$ cat src/rtl/tcci_pkg.sv
// Shared widths, constants and types for the trilinear color cell interpolator.
package tcci_pkg;

  localparam int CHANNEL_BITS  = 16;
  localparam int FRACTION_BITS = 16;

  localparam int SLOT_BITS   = 16;
  localparam int NUM_CH      = 3;
  localparam int NUM_CORNERS = 8;
  localparam int COORD_BITS  = 16;
  localparam int BOUND_BITS  = 8;

  // Divider retires this many quotient bits per pipeline stage.
  localparam int DIV_STEPS  = 4;
  localparam int DIV_STAGES = (FRACTION_BITS + DIV_STEPS - 1) / DIV_STEPS;
  // Prep register plus divider stages.
  localparam int DIV_LAT    = DIV_STAGES + 1;
  // Three lerp levels follow the divider.
  localparam int LAT        = DIV_LAT + 3;

  typedef logic [CHANNEL_BITS-1:0]  chan_t;
  typedef logic [FRACTION_BITS:0]   frac_t;
  typedef logic [NUM_CORNERS-1:0][NUM_CH-1:0][CHANNEL_BITS-1:0] corners_t;

endpackage

$ cat src/rtl/tcci_blend.sv
// One registered linear blend a + (b - a) * f with round-half-up.
module tcci_blend (
  input  logic            clk,
  input  logic            en,
  input  tcci_pkg::chan_t a,
  input  tcci_pkg::chan_t b,
  input  tcci_pkg::frac_t f,
  output tcci_pkg::chan_t y_r
);
  import tcci_pkg::*;

  localparam int ACC_W = CHANNEL_BITS + FRACTION_BITS + 3;

  logic signed [CHANNEL_BITS:0]    diff;
  logic signed [FRACTION_BITS+1:0] fs;
  logic signed [ACC_W-1:0]         prod;
  logic signed [ACC_W-1:0]         acc;
  chan_t                           y_nxt;

  always_comb begin
    diff  = $signed({1'b0, b}) - $signed({1'b0, a});
    fs    = $signed({1'b0, f});
    prod  = diff * fs;
    acc   = $signed({3'b000, a, {FRACTION_BITS{1'b0}}}) + prod
          + $signed(ACC_W'(1) <<< (FRACTION_BITS - 1));
    y_nxt = acc[FRACTION_BITS +: CHANNEL_BITS];
  end

  always_ff @(posedge clk) begin
    if (en) begin
      y_r <= y_nxt;
    end
  end

endmodule

$ cat config.mk
export PLATFORM = sky130hd
export DESIGN_NAME = tcci_blend
export DESIGN_NICKNAME = d
export VERILOG_FILES = /design/src/rtl/tcci_pkg.sv /design/src/rtl/tcci_blend.sv
export SDC_FILE = /design/constraint.sdc
export NUM_CORES = 1
export LEC_CHECK = 0
export ABC_CLOCK_PERIOD_IN_PS = 10400
export BUFFER_PORTS_ARGS = -buffer_cell sky130_fd_sc_hd__buf_2
export CAP_MARGIN = 20
export CELL_PAD_IN_SITES_DETAIL_PLACEMENT = 1
export CELL_PAD_IN_SITES_GLOBAL_PLACEMENT = 1
export CORE_UTILIZATION = 33
export CTS_BUF_LIST = sky130_fd_sc_hd__clkbuf_8 sky130_fd_sc_hd__clkbuf_16
export CTS_CLUSTER_SIZE = 10
export DETAILED_ROUTE_END_ITERATION = 10
export GPL_TIMING_DRIVEN = 0
export PLACE_DENSITY_LB_ADDON = 0.1
export SYNTH_ARGS = -nofsm -noshare
export SYNTH_HDL_FRONTEND = slang
export SYNTH_SLANG_ARGS = --single-unit
$ cat constraint.sdc
create_clock -name clk -period 10.4 [get_ports clk]
set_input_delay 1.56 -clock clk [delete_from_list [all_inputs] [get_ports clk]]
set_output_delay 1.56 -clock clk [all_outputs]
set_load 0.005 [all_outputs]
Word-level counts from Yosys, hierarchy flattened:

Cells that the tools add are included.

* bits of input ports: 51
* register bits: 16
* word-level logic and storage cells: 5
* output and inout port bits: 16

* multipliers: 1
* $add $sub $neg: 3

Operators with widths (number)
* adder 32 x 17 -> 32 bit, second input constant: 1
* adder 32 bit: 1
* multiplier 17 x 18 -> 32 bit: 1
* subtractor 16 x 16 -> 17 bit: 1

Depth between registers and ports, before layout:

* depth after elaboration: 4
* gate-level depth with buffers: 32
* depth with buffers taken out: 31

Worst setup path before layout:

No wires, ideal clock.

* path kind: input to register
* from: input port b[0]
* to: register y_r[15], data pin
* arrival: 8.631 ns
* slack: 1.501 ns
* cell stages on the path: 30
* setup time: 0.268 ns
* data required time: 10.132 ns
* path buffers: 1
* cell sequence: inv_1 > ha_1 > fa_1 > nor2b_1 > o31a_1 > o21a_4 > o21ai_0 > nor2b_1 > o21ai_0 > a21oi_1 > clkbuf_1 > nand2_1 > fa_1 > inv_1 > fa_1 > inv_1 > fa_1 > inv_1 > fa_1 > fa_1 > fa_1 > ha_1 > a21o_1 > a311oi_1 > a21o_1 > or3_1 > and3_1 > o31ai_4 > o31ai_2 > xnor3_1

* longest elaborated chain between the ends: 4

RTL lines
* start: declaration: RTL line tcci_blend.sv:6 `input tcci_pkg::chan_t b,`
* subtractor 16 x 16 -> 17 bit: RTL line tcci_blend.sv:21 `diff = $signed({1'b0, b}) - $signed({1'b0, a});`
* multiplier 17 x 18 -> 32 bit: RTL line tcci_blend.sv:23 `prod = diff * fs;`
* adder 32 bit: RTL line tcci_blend.sv:24 `acc = $signed({3'b000, a, {FRACTION_BITS{1'b0}}}) + prod`
* adder 32 x 17 -> 32 bit: RTL line tcci_blend.sv:25 `+ $signed(ACC_W'(1) <<< (FRACTION_BITS - 1));`
* named net acc[31]: RTL line tcci_blend.sv:17 `logic signed [ACC_W-1:0] acc;`
* end signal: assignment: RTL line tcci_blend.sv:31 `y_r <= y_nxt;`
* end: declaration: RTL line tcci_blend.sv:8 `output tcci_pkg::chan_t y_r`

The timed path passes the listed nets, and every way through them passes these cells.
A chain may end at the register's enable or synchronous reset.

Worst setup path in the final report:

* from: input port a[0]
* to: register y_r[15], data pin

* longest elaborated chain between the ends: 4

RTL lines
* start: declaration: RTL line tcci_blend.sv:5 `input tcci_pkg::chan_t a,`
* subtractor 16 x 16 -> 17 bit: RTL line tcci_blend.sv:21
* multiplier 17 x 18 -> 32 bit: RTL line tcci_blend.sv:23
* adder 32 bit *: RTL line tcci_blend.sv:24
* adder 32 x 17 -> 32 bit *: RTL line tcci_blend.sv:25
* named net acc[31]: RTL line tcci_blend.sv:17

The timed path passes the listed nets; every way through them passes the cells marked *.

==> results_dict.tcl <==
set metrics [dict create \
    dieWidth_um 183.7 \
    fin_ws_ns 0.4210 \
    hpwl_mm 27.98 \
    synth.cell_area_mm2 0.01090 \
    largestRegisters "y_r (16)" \
    avgViaCountPerCell 4.537 \
    gr-max-usage-layer "met2" \
    synth-edff-count 16 \
    grt_pass1_wl_mm 50.76 \
    grt_max_degree 17 \
    avgSynthCellArea_um2 8.970 \
    cp_slowest_cell "a21oi_1" \
    ctsHoldBuffers 0 \
    maxSlewViolCount 0 \
    clock_sink_count 16 \
    largest_reg_flops 16 \
    area_growth_pct 9.690 \
    path_class "primary input to flip-flop" \
    period_needed_ns 9.979 \
    post-cts-setup-buffers 0 \
    initial_core_util_pct 33.49 \
    grt_use_met3_pct 1.961 \
    startpoint_type "primary input" \
    design.core.area_mm2 0.03254 \
    h-tree-depth 1 \
    rsz0062_at_grt "false" \
    yosys_warnings 0 \
    place_congestion 0.8397 \
    totalWireLength_mm 31.96 \
    synth_nets 1639 \
    num-fill-cells 3922 \
    critPathMaxStageDelay_ns 0.85 \
    syn_inst 1215 \
    io_buffers 65 \
    fmax_mhz 100.2 \
    grt_pass1_vias 8975 \
    cts_buffers 3 \
    cts_root_buf "clkbuf_16" \
    grt_overflow 0 \
    antenna_found_initial 1 \
    die-area_mm2 0.03375 \
    io_pins 67 \
    tritoncts "done" \
    clk_pin_slew_ns 0.05 \
    cp_max_fo 10 \
    outcome "finished, final reports clean" \
    cap_violations 0 \
    end_kind "flip-flop" \
    fin_crit_sh_pct 95.95 \
    utilization_pct 36.74 \
    cp.required_ns 10.39 \
    via_count 7840 \
    max_flop_register "y_r" \
    seq_area_frac_synth_pct 4.409 \
    ys_types 50 \
    worst_path_most_repeated_cell "fa_1" \
    antenna_left 0 \
    drive_above_1_share_pct 7.776 \
    routedWlPerCell_um 18.50 \
    use_met1_pct 25.59 \
    use_met2_pct 37.39 \
    grt_usage_pct 20.25 \
    drt_iter0_markers 261 \
    cts_max_path_buffers 2 \
    ys.flop_type "edfxtp_1" \
    worstPathArrival_ns 9.97 \
    worst-slew-pin-transition_ns 1.097 \
    synth-seq-cells 16 \
    drt-pass1-iter-count 4 \
    pre_cts_ws_ns -0.7549 \
    die-height_um 183.7 \
    relSlewSlack_pct 26.86 \
    nNetsFinal 1712 \
    async_flop_share_pct 0 \
    rows 66 \
    worstHoldPathType "primary input to flip-flop" \
    setup_viol 0 \
    diodes 0 \
    drc_errors 0 \
    final_hold_viol_count 0 \
]
-- cell type report --
class                   count  area, um2  share of cell area, %
plain buffers              33      141.4                  1.183
clock buffers               3      75.07                 0.6280
inverters                 344       1291                  10.80
multi-input cells         820       9050                  75.71
flip-flops and latches     16      480.5                  4.019
well taps                 442      553.0                  4.626
repair buffers             70      362.8                  3.035
-- critical path: cells and delay by family --
kind / cells / cell delay, ns
XOR/XNOR: 1 / 0.36
AND/OR/NAND/NOR: 4 / 0.75
adder cells (fa/ha/maj): 9 / 3.99
AO/OA/AOI/OAI: 7 / 2.37
buffers and inverters: 5 / 0.92
-- repair_timing --
action,CTS,global route
setup endpoints to repair,6,4
resized for setup,3,10
pin swaps,0,0
cloned,0,0
-- cell usage in the layout, fill, tap and decap left out, types with 19 or more instances in the layout --
master    count
buf_2        66
fa_1        240
nor2_1       25
xnor2_1      19
and2_1       82
clkbuf_1     27
nor2b_1      34
inv_1       344
ha_1        133
nand2_1     165
-- per-stage QoR --
| stage | hold slack (ns) | TNS (ns) | area, um2 | cells |
|---|---|---|---|---|
| floorplan | 1.673 | 0 | 10900 | 1215 |
| global route | 1.790 | 0 | 11950 | 1728 |
| finish | 1.780 | 0 | 11950 | 1728 |
| CTS | 1.790 | 0 | 11900 | 1728 |
| detailed placement | 1.955 | -3.085 | 11810 | 1726 |
| global placement | 1.953 | -5.710 | 11780 | 1722 |
-- cell families after synthesis --
family	Yosys count	share of synthesized area, %
adders and majority gates	373	59.36
muxes	1	0.09185
buffers and inverters	379	13.20
AOI/OAI and AO/OA	73	5.212
and+or+nand+nor	343	15.19
xor gates and xnor gates	30	2.537
DFF	16	4.409
-- metal layers --
layer	up-vias	part of all wire (%)
met1	4030	44
li1	3705	-
met5	-	0
met3	18	2.1
met2	87	52
met4	0	1.8
-- synth_stat cells, drive strengths merged (4+ instances only) --
library cell  instances  area [um2]
inv                 344        1291
xor2                 10       87.58
a211oi                6       50.05
nand2               165       619.3
nand3                 6       30.03
or2                   7       43.79
xnor2                19       166.4
a21oi                19       95.09
nor2                 27       101.4
edfxtp               16       480.5
fa                  240        4805
o21ai                 9       45.04
nand2b                7       43.79
a31oi                 4       25.02
nor2b                34       212.7
a21o                  9       67.56
clkbuf               31       116.4
o21a                  7       60.05
and2                 82       513.0
ha                  133        1664
buf                   4       31.27
nor3                  5       25.02
-- final timing paths --
path,slack [ns],cells after the start,endpoint,from
setup / recovery,0.42,26,y_r[15]$_DFFE_PP_,a[0]
hold / removal,1.78,1,y_r[12]$_DFFE_PP_,en
Power is left out: the tool's default activity adds up to more than one toggle a clock period on the data nets, which glitch-free logic cannot reach.
