==> src/rtl/tcci_pkg.sv <==
// Shared widths, constants and types for the trilinear color cell interpolator.
package tcci_pkg;

  localparam int CHANNEL_BITS  = 16;
  localparam int FRACTION_BITS = 16;

  localparam int SLOT_BITS   = 16;
  localparam int NUM_CH      = 3;
  localparam int NUM_CORNERS = 8;
  localparam int COORD_BITS  = 16;
  localparam int BOUND_BITS  = 8;

  // Divider retires this many quotient bits per pipeline stage.
  localparam int DIV_STEPS  = 4;
  localparam int DIV_STAGES = (FRACTION_BITS + DIV_STEPS - 1) / DIV_STEPS;
  // Prep register plus divider stages.
  localparam int DIV_LAT    = DIV_STAGES + 1;
  // Three lerp levels follow the divider.
  localparam int LAT        = DIV_LAT + 3;

  typedef logic [CHANNEL_BITS-1:0]  chan_t;
  typedef logic [FRACTION_BITS:0]   frac_t;
  typedef logic [NUM_CORNERS-1:0][NUM_CH-1:0][CHANNEL_BITS-1:0] corners_t;

endpackage

==> src/rtl/tcci_axis_div.sv <==
// Per-axis fraction: span checks, then a pipelined restoring divider.
module tcci_axis_div (
  input  logic                              clk,
  input  logic                              en,
  input  logic [tcci_pkg::COORD_BITS-1:0]   coord,
  input  logic [tcci_pkg::BOUND_BITS-1:0]   lo,
  input  logic [tcci_pkg::BOUND_BITS-1:0]   hi,
  output tcci_pkg::frac_t                   frac,
  output logic                              degen
);
  import tcci_pkg::*;

  localparam int SPAN_BITS = COORD_BITS;
  localparam int FRAC_W    = FRACTION_BITS;

  logic [SPAN_BITS-1:0] span_r  [DIV_STAGES+1];
  logic [SPAN_BITS-1:0] rem_r   [DIV_STAGES+1];
  logic [FRAC_W-1:0]    quo_r   [DIV_STAGES+1];
  logic                 zero_r  [DIV_STAGES+1];
  logic                 one_r   [DIV_STAGES+1];
  logic                 degen_r [DIV_STAGES+1];

  logic [SPAN_BITS-1:0] base, span, num;
  logic                 is_degen, is_zero, is_one;

  always_comb begin
    is_degen = (hi <= lo);
    base     = {lo, {(SPAN_BITS-BOUND_BITS){1'b0}}};
    span     = {hi - lo, {(SPAN_BITS-BOUND_BITS){1'b0}}};
    num      = coord - base;
    is_zero  = is_degen || (coord <= base);
    is_one   = !is_zero && (num >= span);
  end

  always_ff @(posedge clk) begin
    if (en) begin
      span_r[0]  <= span;
      rem_r[0]   <= num;
      quo_r[0]   <= '0;
      zero_r[0]  <= is_zero;
      one_r[0]   <= is_one;
      degen_r[0] <= is_degen;
    end
  end

  for (genvar s = 1; s <= DIV_STAGES; s++) begin : g_stage
    logic [SPAN_BITS-1:0] rem_nxt;
    logic [FRAC_W-1:0]    quo_nxt;
    logic [SPAN_BITS:0]   trial;

    // Remainder stays below span, so each step fits one extra bit.
    always_comb begin
      rem_nxt = rem_r[s-1];
      quo_nxt = quo_r[s-1];
      trial   = '0;
      for (int j = 0; j < DIV_STEPS; j++) begin
        if ((s-1)*DIV_STEPS + j < FRAC_W) begin
          trial = {rem_nxt, 1'b0};
          if (trial >= {1'b0, span_r[s-1]}) begin
            rem_nxt = SPAN_BITS'(trial - {1'b0, span_r[s-1]});
            quo_nxt = {quo_nxt[FRAC_W-2:0], 1'b1};
          end else begin
            rem_nxt = trial[SPAN_BITS-1:0];
            quo_nxt = {quo_nxt[FRAC_W-2:0], 1'b0};
          end
        end
      end
    end

    always_ff @(posedge clk) begin
      if (en) begin
        span_r[s]  <= span_r[s-1];
        rem_r[s]   <= rem_nxt;
        quo_r[s]   <= quo_nxt;
        zero_r[s]  <= zero_r[s-1];
        one_r[s]   <= one_r[s-1];
        degen_r[s] <= degen_r[s-1];
      end
    end
  end

  always_comb begin
    if (zero_r[DIV_STAGES]) begin
      frac = '0;
    end else if (one_r[DIV_STAGES]) begin
      frac = {1'b1, {FRAC_W{1'b0}}};
    end else begin
      frac = {1'b0, quo_r[DIV_STAGES]};
    end
    degen = degen_r[DIV_STAGES];
  end

endmodule

==> config.mk <==
export PLATFORM = sky130hd
export DESIGN_NAME = tcci_axis_div
export DESIGN_NICKNAME = d
export VERILOG_FILES = /design/src/rtl/tcci_pkg.sv /design/src/rtl/tcci_axis_div.sv
export SDC_FILE = /design/constraint.sdc
export NUM_CORES = 1
export LEC_CHECK = 0
export BUFFER_PORTS_ARGS = -buffer_cell sky130_fd_sc_hd__buf_2
export CAP_MARGIN = 5
export CORE_ASPECT_RATIO = 2
export CORE_MARGIN = 5
export CORE_UTILIZATION = 64
export DETAILED_ROUTE_END_ITERATION = 10
export GPL_TIMING_DRIVEN = 0
export MAX_ROUTING_LAYER = met4
export PLACE_DENSITY = 0.92
export SYNTH_ARGS = -nofsm -noshare
export SYNTH_HDL_FRONTEND = slang
export SYNTH_SLANG_ARGS = --single-unit
==> constraint.sdc <==
create_clock -name clk -period 9.95 [get_ports clk]
set_input_delay 0.995 -clock clk [delete_from_list [all_inputs] [get_ports clk]]
set_output_delay 0.995 -clock clk [all_outputs]
set_load 0.01 [all_outputs]
== Word level (Yosys, flattened, before mapping) ==
Memories as Yosys holds them, arrays and structs flattened.
Cells that the tools add are included.

* Add/sub/neg operators: 18
* Order comparisons: 19
* Multiplexer cells: 36
* Reduce and logical (&&, ||, !) cells: 3

{| class="wikitable"
|+ Operators by type and width
! cell !! number
|-
| 17-bit by 16-bit greater-or-equal comparator with 1-bit output || 16
|-
| 16-bit subtractor || 17
|-
| 16-bit two-way mux || 16
|-
| 17-bit two-way mux || 2
|-
| 1-bit two-way mux || 18
|-
| 16-bit greater-or-equal comparator || 1
|-
| 16-bit <= comparator || 1
|-
| 8-bit <= comparator || 1
|-
| 8-bit subtractor || 1
|-
| 1-bit logical AND || 1
|-
| 1-bit zero test || 1
|-
| 1-bit logical OR || 1
|}

* Bits in registers: 0
* Bits in writable memories: 255
* Bits of input ports: 34
* Output and inout bits: 18
* Memories: 6

{| class="wikitable"
|+ Memories
! name !! words !! bits a word !! rd ports !! clocked after memory_dff !! write ports !! line !! text
|-
| quo_r || 5 || 16 || 5 || 0 || 5 || tcci_axis_div.sv:18 || <nowiki>logic [FRAC_W-1:0] quo_r [DIV_STAGES+1];</nowiki>
|-
| rem_r || 5 || 16 || 4 || 0 || 5 || tcci_axis_div.sv:17 || <nowiki>logic [SPAN_BITS-1:0] rem_r [DIV_STAGES+1];</nowiki>
|-
| span_r || 5 || 16 || 4 || 0 || 5 || tcci_axis_div.sv:16 || <nowiki>logic [SPAN_BITS-1:0] span_r [DIV_STAGES+1];</nowiki>
|-
| degen_r || 5 || 1 || 5 || 0 || 5 || tcci_axis_div.sv:21 || <nowiki>logic degen_r [DIV_STAGES+1];</nowiki>
|-
| one_r || 5 || 1 || 5 || 0 || 5 || tcci_axis_div.sv:20 || <nowiki>logic one_r [DIV_STAGES+1];</nowiki>
|-
| zero_r || 5 || 1 || 5 || 0 || 5 || tcci_axis_div.sv:19 || <nowiki>logic zero_r [DIV_STAGES+1];</nowiki>
|}

== Depth between registers and ports, before layout ==
Gate-level depths: netlist of the first run.
An unclocked memory read counts as a cell.

* Depth in word-level cells: 9
* Mapped depth: 41
* Gate-level depth less buffers: 38

== Worst setup path after synthesis of the first run ==
No wires, ideal clock.

* Kind: reg-to-reg
* Start: memory span_r[0][9] (netlist name)
* End: memory rem_r[0][25] (netlist name) (data pin)
* Library setup time: 0.260 ns
* Arrival time: 8.027 ns
* Required time: 9.690 ns
* Path slack: 1.663 ns
* Stages on the path, launching flop included: 40
* Period minus slack after synthesis: 8.287 ns
* Path through: edfxtp_1 -> inv_1 -> ha_1 -> nor2b_1 -> o31a_1 -> o41a_2 -> nor2_1 -> inv_1 -> clkbuf_1 -> mux2_2 -> ha_1 -> nand4_1 -> o41ai_2 -> or2_2 -> nor3_1 -> o21ai_1 -> clkbuf_1 -> nand2_1 -> (+4 left out) -> o21ai_0 -> a21boi_0 -> o21ai_0 -> a21oi_1 -> nand2_1 -> or3b_1 -> buf_6 -> mux2i_1 -> ha_1 -> nor2b_1 -> o21a_1 -> o21ai_0 -> a21oi_1 -> a21o_1 -> nand2_1 -> nand2_1 -> a31oi_4 -> mux2_2

{| class="wikitable"
|+ RTL lines
! element !! line
|-
| from (decl) || tcci_axis_div.sv:16
|-
| to (decl) || tcci_axis_div.sv:17
|}

==> results of run 1 <==
-- worst paths after layout --
check	slack (ps)	end	from	depth (start not counted)
setup reg to reg	530	rem_r[0][27]	span_r[0][9]	41
setup / recovery	530	rem_r[0][27]	span_r[0][9]	41
hold reg to reg	410	quo_r[0][38]	quo_r[0][18]	0
hold / removal	410	quo_r[0][38]	quo_r[0][18]	0
-- flip-flops by register name, summed over array words and instances (netlist names) --
name and flops:
span_r 32, one_r 5, quo_r 40, rem_r 44, degen_r 5, zero_r 5
-- layer usage --
metal | share of wire, % | wire length (µm) | track usage (%)
met3 | 4.5 | 1320 | 4.93
met1 | 31 | 8960 | 24.5
met2 | 54 | 15700 | 53.7
met4 | 10 | 3020 | 25.6
met5 | 0 | 0 | -
-- cells in the final DEF, fill, tap and decap left out, drive strengths merged, types with 12 or more instances in the layout --
| master | count |
|---|---|
| ha | 145 |
| edfxtp | 131 |
| inv | 103 |
| nor2 | 70 |
| a21oi | 70 |
| mux2 | 60 |
| buf | 59 |
| xnor2 | 58 |
| o21ai | 57 |
| nand2 | 47 |
| a21o | 36 |
| xor2 | 29 |
| nor2b | 28 |
| nor3 | 24 |
| clkbuf | 24 |
| and2 | 22 |
| o21a | 19 |
| nand2b | 17 |
| nand4 | 15 |
| mux2i | 13 |
| or2 | 13 |
| o21bai | 12 |
| fa | 12 |
-- repair_timing --
action	in CTS	in global routing
pin swaps	0	1
gates resized for setup	2	13
hold endpoints to repair	0	0
setup buffers	0	4
setup endpoints to repair	12	24
-- stage by stage --
stage | setup slack [ps] | utilization [%] | area [µm²] | std cells | hold WS, ps
2_1_floorplan | 1660 | - | 11300 | 1098 | 400
3_3_place_gp | 138 | 68.0 | 11800 | 1359 | 400
3_5_place_dp | -59.2 | 68.2 | 11800 | 1360 | 405
4_1_cts | 77.1 | 71.6 | 12400 | 1392 | 415
5_1_grt | -25.0 | 72.1 | 12500 | 1396 | 411
6_report | 532 | 72.1 | 12500 | 1396 | 414
-- worst register-to-register path, delay by kind of cell, from the launching register on --
kind            cells  cell delay [ps]
compound gates     15             3350
fa+ha+maj           4             1350
buf+inv             7             1240
flops               1              530
mux                 2              650
simple gates       13             2020
-- final cells by class --
cell class | instances | area share (%)
Multi-Input combinational cell | 860 | 55.8
Sequential cell | 131 | 31.5
Clock buffer | 17 | 3.40
Inverter | 97 | 2.94
Timing Repair Buffer | 56 | 2.55
Tap cell | 210 | 2.10
Clock inverter | 15 | 1.32
Buffer | 10 | 0.410
-- cells by family (layout without fill, tap and decap cells) --
| family | Yosys count | count (layout) |
|---|---|---|
| buffers and inverters | 107 | 195 |
| xor gates and xnor gates | 87 | 87 |
| and+or+nand+nor | 270 | 270 |
| DFF | 131 | 131 |
| AOI/OAI and AO/OA | 273 | 273 |
| muxes | 73 | 73 |
| adders and majority gates | 157 | 157 |
==> metrics.cfg, run 1 <==
[run_status]
status=finished clean

[cts]
clock-sinks=131
cts.path.max_buffers=2
htree_levels=4
cts-buffers-inserted=17
cts.clk_slew.worst_paths_ps=70
hold_buffers=0
cts_tree=done
clk_latency_ps=450
root_buffer=clkbuf_16

[setup_path]
worst_setup_path_start_kind=register
cp_data_required_time_ps=10140
slowest_delay_ps=550
critical_path.max_fanout=10
crit_slowest_cell=o41a_2
crit_buf_inv=7
cpLargestDelayFamily=compound AO/OA/AOI/OAI gates
arrival_ps=9610
path_class=reg -> reg
worstSetupEndpointType=register

[sta]
maxSlewViolCount=0
layout_min_cycle_time_ps=9420
setup_tns_ps=0
worst_pin_slew_ps=989
slew_headroom_pct=33.5
period_share_pct=94.6
skew_ps=12.7
max_clock_freq_mhz=106
hold_viol=0
setup_viol=0

[floorplanning]
num_rows=68
dieHeight_um=198
dieArea_um2=20600
start_util_pct=65.0
coreArea_um2=17400
die_width_um=104
pin_count=52

[yosys]
synth_ff_type=edfxtp_1
async_reset_ff_share_pct=0
syn_nets=1289
synth.top_cell.area_share_pct=34.9
synth-edff-count=131
muxShareOfSynthArea_pct=7.50
yosys-top-cells-area=edfxtp_1 35%, ha_1 16%, mux2_2 4.9%
yosysTopAreaCell=edfxtp_1
yosysUniqueCellTypes=78
synth_commonest_cells=145 x ha_1, 131 x edfxtp_1, 93 x inv_1
synthAdderAreaFrac_pct=18.2
netlist_area_um2=11300
synth_xor_area_share_pct=6.75
ys_ff_latch=131
synth_top_family_by_area=adder cells
synth.most_common_cell=ha_1
postSynthAreaPerCell_um2=10.3
ys_seq_area_share_pct=34.9
ys_warn_count=0
synth_compound_area_share_pct=16.6
yosys.area_share.simple_pct=12.4
syn_inst=1098

[grt]
grt_usage_pct=29.2
grt_pass1_vias=9476
grt_max_degree=97
grt_pass1_wl_um=46200
antenna_found_initial=0
grt_overflow=0

[placement]
portBuffers=51
place_congestion=0.931
dp_hpwl_um=22100

[route]
viasPerCell=6.58
wire_per_inst_um=20.8
drcViolationCount=0
postRouteAntennaNets=0
dr.pass1.iters=6
initialDrtViolationCount=595
vias=9183
routed_wl_um=29000

[cells_and_area]
finalNetCount=1364
fillers=1197
n_antenna_cell=0
drive_gt1_share_pct=15.6
areaGrowthSynthToFinish_pct=10.8
multi_input_area_um2=6980
regArea_um2=3930

[flow_run]
cap_violations=0

[worst_hold_path]
hold_class=reg -> reg

Power of run 1 is left out: the tool's default activity adds up to more than one toggle a clock period on the data nets, which glitch-free logic cannot reach.
==> run 2, diff against run 1 <==
--- a/config.mk
+++ b/config.mk
@@ -5,6 +5,7 @@
 export SDC_FILE = /design/constraint.sdc
 export NUM_CORES = 1
 export LEC_CHECK = 0
+export ABC_AREA = 0
 export BUFFER_PORTS_ARGS = -buffer_cell sky130_fd_sc_hd__buf_2
 export CAP_MARGIN = 5
 export CORE_ASPECT_RATIO = 2
@@ -14,6 +15,7 @@
 export GPL_TIMING_DRIVEN = 0
 export MAX_ROUTING_LAYER = met4
 export PLACE_DENSITY = 0.92
+export RECOVER_POWER = 100
 export SYNTH_ARGS = -nofsm -noshare
 export SYNTH_HDL_FRONTEND = slang
 export SYNTH_SLANG_ARGS = --single-unit
==> run 2 against run 1 <==
Effect of this change:
- the flow now finishes with violations (max-capacitance violations, max-slew violations)
- global-route usage unchanged
- critical path depth stayed put
- flip-flop and latch count is the same
- register-to-register slack worse by 20 ps
- die area unchanged
- non-clock buffer count stayed put
- first-iteration DRC count down 9.9%
- clock-buffer cell count unchanged
- sequential share of layout area rose by 0.12 points
- maximum frequency fell by 0.21%
- routed wire length increased by 0.12%
- clock skew rose by 0.79 ps
- critical endpoint unchanged
==> metrics.cfg, run 2 (synthesis results as in run 1) <==
[setup_path]
timing.rr.end=rem_r[0][27]
crit_buf_inv=7
worstSetupStartpoint=span_r[0][9]
cpLargestDelayFamily=compound AO/OA/AOI/OAI gates
path_class=reg -> reg
cp-endpoint=rem_r[0][27]
slowest_delay_ps=550
r2r_cells=41
critical_path.max_fanout=10
cp_num_cells=41
worstSetupEndpointType=register
cp_data_required_time_ps=10140
worst_setup_path_start_kind=register
r2r_setup_slack_ps=510
r2r_start=span_r[0][9]
arrival_ps=9630
crit_slowest_cell=o41a_2

[cells_and_area]
drive_gt1_share_pct=14.2
top_register=rem_r
layout_common_cells=145 x ha_1, 131 x edfxtp_1, 92 x inv_1
reg_top3=rem_r: 44 flops, quo_r: 40 flops, span_r: 32 flops
largest_reg_flops=44
n_antenna_cell=0
final_common_cell=ha_1
areaGrowthSynthToFinish_pct=10.4
finalNetCount=1364

[route]
drcViolationCount=0
routed_wl_um=29000
routed.top_layer=met4
viasPerCell=6.56
drt-met1-wl_um=9010
wl_met2_um=15800
dr.pass1.iters=5
dr_wl_met3_um=1300
vias=9155
wire_per_inst_um=20.8
initialDrtViolationCount=536
postRouteAntennaNets=0

[sta]
maxSlewViolCount=134
setup_viol=0
skew_ps=13.4
timing.final.ws_setup_ps=513
period_share_pct=94.8
worst_pin_slew_ps=5120
max_clock_freq_mhz=106
fin_hold_ws_ps=412
slew_headroom_pct=-241
hold_viol=0
layout_min_cycle_time_ps=9440

[floorplanning]
coreArea_um2=17400
dieHeight_um=198
dieArea_um2=20600
start_util_pct=65.0
num_rows=68
die_width_um=104
pin_count=52

[cts]
clk_latency_ps=450
clock-sinks=131
cts-buffers-inserted=17
hold_buffers=0
cts.path.max_buffers=2
htree_levels=4
cts_tree=done
root_buffer=clkbuf_16
cts.clk_slew.worst_paths_ps=70

[flow_run]
cap_violations=2

[grt]
grt_pass1_vias=9476
grt_pass1_wl_um=46200
grt_usage_pct=29.2
grt_overflow=0
antenna_found_initial=0
grt_max_degree=97

[placement]
place_congestion=0.931
portBuffers=51
dp_hpwl_um=22100
dp_slack_ps=-59.2

[worst_hold_path]
whs_path_depth=0
hold_class=reg -> reg

[run_status]
violations=max-capacitance violations, max-slew violations
status=complete, but fails checks

-- run 2: cell type report --
| cell class | count | area [µm²] |
|---|---|---|
| plain buffers | 10 | 51.3 |
| clock buffers | 17 | 425 |
| clock inverters | 15 | 165 |
| fillers | 1208 | 4900 |
| inverters | 97 | 368 |
| multi-input cells | 860 | 6980 |
| flip-flops and latches | 131 | 3930 |
| well taps | 210 | 263 |
| repair buffers | 56 | 273 |
-- run 2: stage by stage --
| stage | utilization, % | instance area (µm²) | setup TNS, ps | instances |
|---|---|---|---|---|
| finish | 71.8 | 12500 | 0 | 1396 |
| global route | 71.8 | 12500 | -81.5 | 1396 |
| CTS | 71.6 | 12400 | 0 | 1392 |
| detailed placement | 68.2 | 11800 | -172 | 1360 |
| global placement | 68.0 | 11800 | 0 | 1359 |
| floorplan | - | 11300 | 0 | 1098 |
-- run 2: worst min-delay path by stage --
stage	start	end	slack [ps]
4_1_cts	quo_r[0][18]	quo_r[0][38]	420
5_1_grt	quo_r[0][18]	quo_r[0][38]	410
3_5_place_dp	one_r[0][1]	one_r[0][2]	400
6_report	quo_r[0][18]	quo_r[0][38]	410
3_3_place_gp	degen_r[0][2]	degen_r[0][3]	400
2_1_floorplan	degen_r[0][0]	degen_r[0][1]	400
-- run 2: worst reg2reg max path, delay by kind of cell (launching register included) --
kind / cells / cell delay (ps)
flip-flops: 1 / 540
buffers and inverters: 7 / 1250
AO/OA/AOI/OAI: 15 / 3350
AND/OR/NAND/NOR: 13 / 2030
adder cells (fa/ha/maj): 4 / 1360
multiplexers: 2 / 660
-- run 2: layer usage --
layer  GRT usage, %  vias up
met5              -        -
li1               -     4246
met4           25.6        0
met3           4.93      199
met2           53.7      405
met1           24.5     4305
-- run 2: what timing repair did --
item,4_1_cts,5_1_grt
setup endpoints to repair,12,24
hold endpoints to repair,0,0
pin swaps,0,1
buffers inserted,0,4
resized for setup,2,13
Power of run 2 is left out for the same reason.
